**src/hdl/pgstc_ram.sv**
```systemverilog
// Generic single-port-write, single-port-read RAM with registered read.
// No dependencies.
module pgstc_ram #(
  parameter int WIDTH = 8,
  parameter int DEPTH = 64
) (
  input  logic                                          clk,
  input  logic                                          we,
  input  logic [((DEPTH > 1) ? $clog2(DEPTH) : 1)-1:0] waddr,
  input  logic [WIDTH-1:0]                              wdata,
  input  logic [((DEPTH > 1) ? $clog2(DEPTH) : 1)-1:0] raddr,
  output logic [WIDTH-1:0]                              rdata
);
  logic [WIDTH-1:0] mem [DEPTH];

  always_ff @(posedge clk) begin
    if (we) mem[waddr] <= wdata;
    rdata <= mem[raddr];
  end
endmodule

```
**config.mk**
```make
export PLATFORM = sky130hd
export DESIGN_NAME = pgstc_ram
export DESIGN_NICKNAME = d
export VERILOG_FILES = /design/src/hdl/pgstc_ram.sv
export SDC_FILE = /design/constraint.sdc
export NUM_CORES = 1
export LEC_CHECK = 0
export ABC_AREA = 1
export BUFFER_PORTS_ARGS = -buffer_cell sky130_fd_sc_hd__buf_2
export CAP_MARGIN = 10
export CORE_MARGIN = 5
export CORE_UTILIZATION = 50
export CTS_CLUSTER_DIAMETER = 60
export DETAILED_ROUTE_END_ITERATION = 10
export GPL_ROUTABILITY_DRIVEN = 0
export GPL_TIMING_DRIVEN = 1
export PLACE_DENSITY = 0.66
export SYNTH_ARGS = -nofsm -noshare
export SYNTH_HDL_FRONTEND = slang
export SYNTH_SLANG_ARGS = --single-unit
```
**constraint.sdc**
```tcl
create_clock -name clk -period 2.65 [get_ports clk]
set_clock_uncertainty 0.1 [all_clocks]
set_input_delay 0.1325 -clock clk [delete_from_list [all_inputs] [get_ports clk]]
set_output_delay 0.1325 -clock clk [all_outputs]
set_load 0.01 [all_outputs]
```
Word level (Yosys, flattened, before mapping)

Memories as Yosys holds them, arrays and structs flattened. A register that Yosys moved wholly into a read port is not among the register bits.
Index checks and enable logic that the tools add are counted.

Logic and storage cells: 3
Memory bits (writable): 512
Memories: 1
Bits of input ports: 22
Output and inout port bits: 8
Memory bits (read-only): 0
Register bits: 0
Latch bits: 0

Memories:

| memory | words | width | read ports | clocked after memory_dff | wr ports | RTL line | text |
|---|---|---|---|---|---|---|---|
| mem    | 64    | 8     | 1          | 1                        | 1        | 14       | `logic [WIDTH-1:0] mem [DEPTH];` |

Eq/ne operators: 0
Bitwise operators: 0
Shift operators: 0
Add/subtract/negate cells: 0
Magnitude comparators: 0
Reduce and logical (&&, ||, !) cells: 0
Multiply operators: 0
Mux-type cells: 2
Div/mod/pow operators: 0

Operators with widths:

| kind              | count |
|---|---|
| two-way mux 1 bit | 2 |

Logic depth before layout (Yosys ltp)

Gate-level depths: netlist of run 1.

Depth in word-level cells: 2
Gate-level depth with buffers: 12
Mapped depth without buffers: 9

Worst setup path after synthesis of run 1

No wires, ideal clock.

Kind: input -> register
Start: input we
End: memory mem[48][0] (enable)
Setup slack: 0.651 ns
Path buffers: 1
Arrival: 1.504 ns
Setup time: 0.395 ns
Stages on the path: 3
Data required time: 2.155 ns
Cells stage by stage: clkbuf_1 > nand4_1 > nor4_1

Cells in the longest elaborated chain, start to end: 2

Ends and longest elaborated chain:

| element                                 | RTL line | text |
|---|---|---|
| start, declared                         | 8        | `input logic we,` |
| two-way mux 1 bit                       | 17       | `if (we) mem[waddr] <= wdata;` |
| two-way mux 1 bit (not written as such) | 17       |  |
| end, declared                           | 14       |  |

Every way passes these cells.

Worst setup path after layout of run 1

Start: input waddr[1] in the netlist's numbering
End: memory mem[33][6] (enable)

RTL lines:

| element         | RTL line | text |
|---|---|---|
| start, declared | 9        | `input logic [((DEPTH > 1) ? $clog2(DEPTH) : 1)-1:0] waddr,` |

No word-level cell before the write port.

==> results of run 1 <==
## stage by stage
| stage | cell area, sq um | total power, mW | setup WS, ns | std cells |
|---|---|---|---|---|
| floorplan | 21300 | 9.94 | 0.651 | 1805 |
| global placement | 22200 | 10.4 | 0.315 | 2356 |
| detailed placement | 22200 | 10.4 | 0.201 | 2356 |
| CTS | 23800 | 17.0 | 0.794 | 2449 |
| global route | 23800 | 17.5 | 0.719 | 2449 |
| finish | 23800 | 16.9 | 0.688 | 2449 |
## layout make-up
| class | instances | share of cell area, % |
|---|---|---|
| Clock inverter | 24 | 0.663 |
| Timing Repair Buffer | 128 | 4.34 |
| Tap cell | 539 | 2.83 |
| Sequential cell | 520 | 65.3 |
| Multi-Input combinational cell | 1160 | 20.8 |
| Inverter | 12 | 0.221 |
| Clock buffer | 66 | 5.86 |
## cell usage in the layout (no fill, tap or decap), drive strengths merged
cell	instances
nand4	9
dfxtp	8
dlygate4sd3	3
inv	12
nor4	8
buf	124
clkinvlp	2
nor2	56
edfxtp	512
nand3	439
clkinv	20
clkbuf	67
nand2	648
bufinv	2
## routing by layer
layer	up-vias	track usage, %	wire [um]
met1	6734	30.8	21800
met5	-	0	20
li1	6483	-	-
met2	479	36.2	25200
met3	98	3.59	3760
met4	2	5.94	1290
## worst max path at each step
| stage | startpoint | end |
|---|---|---|
| 2_1_floorplan | we | mem[48][0]$_DFFE_PP_ |
| 3_3_place_gp | waddr[1] | mem[33][1]$_DFFE_PP_ |
| 3_5_place_dp | waddr[1] | mem[33][1]$_DFFE_PP_ |
| 4_1_cts | waddr[1] | mem[33][6]$_DFFE_PP_ |
| 5_1_grt | waddr[2] | mem[33][6]$_DFFE_PP_ |
| 6_report | waddr[1] | mem[33][6]$_DFFE_PP_ |
## kinds of logic (layout without fill, tap and decap cells)
group                  Yosys count  in the layout  synth area share [%]
buffers and inverters          125            230                  4.02
flip-flops                     520            520                  72.8
AND/OR/NAND/NOR               1160           1160                  23.2
## flip-flops by register name, indices dropped and copies added (netlist names)
| signal | cells |
|---|---|
| rdata | 8 |
| mem | 512 |
## worst register-to-register path, stage by stage, from the launching register on
cell,delay [ns]
sky130_fd_sc_hd__edfxtp_1,0.36
sky130_fd_sc_hd__nand2_1,0.07
sky130_fd_sc_hd__nand3_1,0.08
sky130_fd_sc_hd__nand3_1,0.15
sky130_fd_sc_hd__nand2_1,0.12
sky130_fd_sc_hd__nand2_1,0.07
sky130_fd_sc_hd__nand3_1,0.18
sky130_fd_sc_hd__nand3_1,0.21
sky130_fd_sc_hd__nand2_1,0.09
## what timing repair did
action | in CTS | in global routing
hold buffers | 3 | 0
setup endpoints to repair | 0 | 0
endpoints found under the hold margin | 44 | 0
## power by group through the flow
stage	Sequential, mW	Combinational [mW]	Clock (mW)
floorplan	9.30	0.640	0
detailed placement	9.31	1.06	0
global route	9.13	1.17	7.21
CTS	9.14	1.07	6.84
global placement	9.31	1.05	0
finish	9.13	1.07	6.75
==> impl_summary.txt, run 1 <==
----------------------------------------------------
[Outcome]
  Status ... finished clean

[CTS]
  H-tree level count ... 2
  CTS clk-pin slew, worst paths ... 0.06 ns
  Post-CTS setup buffer count ... 0
  Clock sink count ... 520
  Number of gates resized after CTS ... 0
  CTS tree ... done
  TritonCTS buffer count ... 51
  Clock network latency to the later pin of the worst-skew pair ... 0.57 ns
  Clock root buffer ... sky130_fd_sc_hd__clkbuf_16
  Largest buffer count on any clock path ... 3

[Worst setup path]
  Category of the worst setup path capture point ... flop
  Buffers & Inverters on Critical Path ... 2
  Number of logic stages on the critical path including buffering ... 4
  Length in cells of the worst reg-to-reg path ... 8
  Critical path launch point type ... primary input
  Max Fanout on Critical Path ... 9
  R2R Path Start ... mem[23][5]$_DFFE_PP_
  Critical path's top delay family ... simple AND/OR/NAND/NOR gates
  Req. time, crit path ... 2.74 ns
  Biggest cell delay along the critical path ... 0.91 ns
  CP max stage cell ... sky130_fd_sc_hd__nor2_1
  Endpoint of the worst register-to-register path ... rdata[5]$_DFF_P_
  Worst EP arrival ... 2.05 ns
  Crit-path cells ... buf_2 -> inv_1 -> nand4_1 -> nor2_1
  Crit Path Category ... primary input to flop
  Worst-case register-to-register setup slack ... 1.13 ns

[Route]
  Routed wire length ... 52100 um
  Number of vias per cell ... 5.63
  Detailed-routing iteration count for the pre-antenna-repair pass ... 5
  DR DRC count ... 0
  Antenna viol nets, final ... 0
  Via count ... 13800
  Violation count after the first detailed-route iteration ... 1454
  Routed wire length per instance ... 21.3 um

[Final layout]
  Area growth from synthesis to final layout ... 11.5%
  Final core utilization ... 56.6%
  Share of cells above drive strength 1 ... 10.1%
  Count of inserted antenna diode cells ... 0
  Multi-input gate area ... 4950 sq um
  Sequential cell area ... 15500 sq um
  Number of nets in the layout ... 1895
  Fill cell instance count of the final layout ... 3458

[Yosys]
  Most numerous cell in the Yosys netlist ... sky130_fd_sc_hd__nand2_1
  Most used standard cells in the synthesized netlist ... sky130_fd_sc_hd__nand2_1, sky130_fd_sc_hd__edfxtp_1, sky130_fd_sc_hd__nand3_1
  Post-Syn Instances ... 1805
  Synth Flop Type ... sky130_fd_sc_hd__edfxtp_1
  Synth top area share ... 72.0%
  Netlist cell types ... 16
  Portion of the post-synthesis area used by sequential elements ... 72.8%
  Post-synth ARST share ... 0%
  Flop and latch count out of synthesis ... 520
  Synthesized netlist net count ... 1827
  Synth area leaders ... sky130_fd_sc_hd__edfxtp_1, sky130_fd_sc_hd__nand2_1, sky130_fd_sc_hd__nand3_1, sky130_fd_sc_hd__buf_6, sky130_fd_sc_hd__nor2_1
  Number of enable-type register cells in the synthesized netlist ... 512
  Dominant cell type by area after synthesis ... sky130_fd_sc_hd__edfxtp_1
  YS warnings ... 0
  Average cell area after synthesis ... 11.8 sq um
  Post-synthesis cell area ... 21300 sq um

[Die]
  Die Ht ... 217 um
  Rows ... 75
  Num ports ... 30
  Initial core utilization ... 50.8%
  Area of the core ... 42000 sq um
  Die Span X ... 217 um
  Area of the die ... 46900 sq um

[Job]
  Number of max-cap violations ... 0

[Timing]
  RSZ-0062 raised after global routing ... no
  Fin Setup TNS ... 0 ns
  Portion of the clock cycle consumed by the worst path in the final layout ... 74.0%
  Transition time at the pin with the least slew margin ... 1.02 ns
  Final-report setup violation count ... 0
  Worst slew margin relative to its limit ... 31.9%
  Worst hold slack after final layout ... 0.0146 ns
  Number of max-slew violations in the final report ... 0
  Count of endpoints failing hold in the final timing report ... 0
  Achievable Freq ... 510 MHz
  Minimum clock period ... 1.96 ns

[Place]
  Half-perimeter wire length of the detailed placement result ... 30000 um
  Count of input and output buffers ... 29

[Power]
  Power share of the combinational group ... 6.3%
  Part of the total power dissipated in the clock network ... 39.8%
  Internal Pwr Total ... 13.3 mW
  Fraction of power consumed by sequential logic ... 53.9%
  Power per standard cell area ... 712 nW/um^2
  Standby leakage power ... 8.68 nW
  Switching part of the total power ... 21.8%
  Peak VDD IR ... 0.000550 V
  Switching power summed over all nets ... 3.69 mW

[Hold path]
  Hold path start ... raddr[4]
  Class of the tightest hold or removal check ... primary input to flop
  Worst Hold Path Cells ... 4
  Hold worst-path end ... rdata[7]$_DFF_P_

[Global routing]
  Largest net degree at the start of global routing ... 131
  Total congestion overflow after global routing ... 0
  Total Routing Usage GR ... 22.0%
  Wire length of the first global-routing pass ... 79500 um
  Via count of the first global-routing pass ... 13300
  Antenna violations before repair ... 1

----------------------------------------------------
Power figures use the tool's default switching activity.
==> run 2, diff against run 1 <==
- PLACE_DENSITY: 0.66 -> 0.68
- clock period: 2.65 -> 1.61 ns (I/O delays scaled with it)
==> impl_summary.txt, run 2 (synthesized netlist as in run 1, its figures left out) <==
----------------------------------------------------
[Worst setup path]
  Worst EP arrival ... 1.79 ns
  Req. time, crit path ... 1.97 ns
  Max Fanout on Critical Path ... 1
  Category of the worst setup path capture point ... flop
  Critical path launch point type ... flop
  Crit Path Category ... flop to flop

[Power]
  Power per standard cell area ... 1170 nW/um^2
  Switching part of the total power ... 22.2%
  Peak VDD IR ... 0.000920 V
  Standby leakage power ... 9.03 nW
  Part of the total power dissipated in the clock network ... 40.7%
  Fraction of power consumed by sequential logic ... 52.6%
  Power share of the combinational group ... 6.7%
  Internal Pwr Total ... 22.2 mW
  Switching power summed over all nets ... 6.36 mW

[Die]
  Rows ... 75
  Die Ht ... 217 um
  Area of the core ... 42000 sq um
  Die Span X ... 217 um
  Num ports ... 30
  Area of the die ... 46900 sq um
  Initial core utilization ... 50.8%

[Timing]
  Transition time at the pin with the least slew margin ... 0.809 ns
  RSZ-0062 raised after global routing ... no
  Fin Setup TNS ... 0 ns
  Achievable Freq ... 700 MHz
  Minimum clock period ... 1.43 ns
  Worst slew margin relative to its limit ... 46.1%
  Final WS setup ... 0.181 ns
  Number of max-slew violations in the final report ... 0
  Count of endpoints failing hold in the final timing report ... 0
  Portion of the clock cycle consumed by the worst path in the final layout ... 88.7%
  Final-report setup violation count ... 0

[Final layout]
  Area growth from synthesis to final layout ... 14.9%
  Most frequent cells in the layout ... sky130_fd_sc_hd__nand2_1, sky130_fd_sc_hd__edfxtp_1, sky130_fd_sc_hd__nand3_1
  Regs by FF count ... mem x512, rdata x8
  Sequential cell area ... 15500 sq um
  Count of inserted antenna diode cells ... 0
  Share of cells above drive strength 1 ... 12.9%
  Most common cell after layout, fill and taps aside ... sky130_fd_sc_hd__nand2_1
  Number of cells in the finished layout apart from fillers ... 2499
  Number of nets in the layout ... 1941
  Fill cell instance count of the final layout ... 3374
  Multi-input gate area ... 5010 sq um
  Final core utilization ... 58.3%
  Biggest register ... mem
  Flip-flop count of the largest register, all copies and words added ... 512

[CTS]
  Clock network latency to the later pin of the worst-skew pair ... 0.59 ns
  Clock root buffer ... sky130_fd_sc_hd__clkbuf_16
  CTS tree ... done
  TritonCTS buffer count ... 53
  Clock sink count ... 520
  Largest buffer count on any clock path ... 3
  H-tree level count ... 2
  CTS clk-pin slew, worst paths ... 0.06 ns

[Global routing]
  Total congestion overflow after global routing ... 0
  Total Routing Usage GR ... 22.6%
  Via count of the first global-routing pass ... 14300
  Wire length of the first global-routing pass ... 81900 um
  Largest net degree at the start of global routing ... 72
  Antenna violations before repair ... 2

[Outcome]
  Status ... finished clean

[Route]
  Via count ... 14200
  Routed wire length ... 52400 um
  Detailed-routing iteration count for the pre-antenna-repair pass ... 6
  Violation count after the first detailed-route iteration ... 1468
  Number of vias per cell ... 5.69
  Routed wire length per instance ... 21.0 um
  DR DRC count ... 0
  Antenna viol nets, final ... 0

[Hold path]
  Class of the tightest hold or removal check ... primary input to flop

[Place]
  Half-perimeter wire length of the detailed placement result ... 31900 um
  Placed insts ... 2397
  Worst slack after detailed placement ... -0.116 ns
  Count of input and output buffers ... 29

[Job]
  Number of max-cap violations ... 0

----------------------------------------------------
==> run 2: changes by cell type in the layout (fill, tap and decap cells not counted), moves of 3 or more <==
cell / previous run / this run
sky130_fd_sc_hd__buf_12: 10 / 28
sky130_fd_sc_hd__buf_4: 87 / 110
sky130_fd_sc_hd__clkbuf_8: 3 / 7
sky130_fd_sc_hd__clkinv_1: 14 / 9
sky130_fd_sc_hd__dlygate4sd3_1: 3 / 6
sky130_fd_sc_hd__nor4_1: 8 / 0
sky130_fd_sc_hd__nor4_2: 0 / 7
==> run 2: timing repair <==
item	in CTS	in global routing
buffers inserted	0	0
gates resized for setup	0	1
endpoints found under the hold margin	158	0
setup endpoints to repair	0	1
hold buffers	6	0
==> run 2: routing by layer <==
metal	track usage [%]	part of all wire, %	wire (um)	up-vias
li1	-	-	-	6580
met1	30.6	41	21200	6859
met2	35.7	47	24500	642
met3	5.05	8.9	4670	130
met4	9.20	3.8	2000	2
met5	0	0.025	13	-
==> run 2: metrics by stage <==
step	instance area, sq um	hold slack (ns)	power, mW
6_report	24500	0.0169	28.6
5_1_grt	24500	0.0378	29.6
4_1_cts	24500	0.0111	28.8
3_5_place_dp	22800	0.388	17.2
3_3_place_gp	22800	0.390	17.2
2_1_floorplan	21400	0.0794	16.4
==> run 2: path summary, 6_finish.rpt <==
kind	start	end	slack (ns)	cells past startpoint
max	mem[30][2]$_DFFE_PP_	rdata[2]$_DFF_P_	0.18	8
min	wdata[7]	mem[35][7]$_DFFE_PP_	0.02	1
max reg2reg	mem[30][2]$_DFFE_PP_	rdata[2]$_DFF_P_	0.18	8
min reg2reg	mem[40][2]$_DFFE_PP_	rdata[2]$_DFF_P_	0.71	8
==> run 2: cell type report <==
type | instances | area share, %
Multi-Input combinational cell | 1160 | 20.4
Timing Repair Buffer | 172 | 6.51
Clock buffer | 73 | 6.13
Clock inverter | 23 | 0.602
Sequential cell | 520 | 63.4
Inverter | 12 | 0.214
Tap cell | 539 | 2.75
==> run 2: power groups by stage <==
| stage | Combinational, mW | Sequential (mW) | Clock [mW] |
|---|---|---|---|
| after floorplan | 1.07 | 15.3 | 0 |
| after CTS | 1.91 | 15.0 | 11.8 |
| after global routing | 2.09 | 15.0 | 12.5 |
| after global placement | 1.86 | 15.3 | 0 |
| final | 1.91 | 15.0 | 11.6 |
| after detailed placement | 1.89 | 15.3 | 0 |
==> run 2: worst max-delay path, cell delays in order, from the launching register on <==
cell and delay [ns]:
sky130_fd_sc_hd__edfxtp_1 0.37, sky130_fd_sc_hd__nand2_1 0.09, sky130_fd_sc_hd__nand3_1 0.08, sky130_fd_sc_hd__nand3_1 0.12, sky130_fd_sc_hd__nand2_1 0.06, sky130_fd_sc_hd__nand2_1 0.06, sky130_fd_sc_hd__nand3_1 0.16, sky130_fd_sc_hd__nand3_2 0.18
sky130_fd_sc_hd__nand2_1 0.08
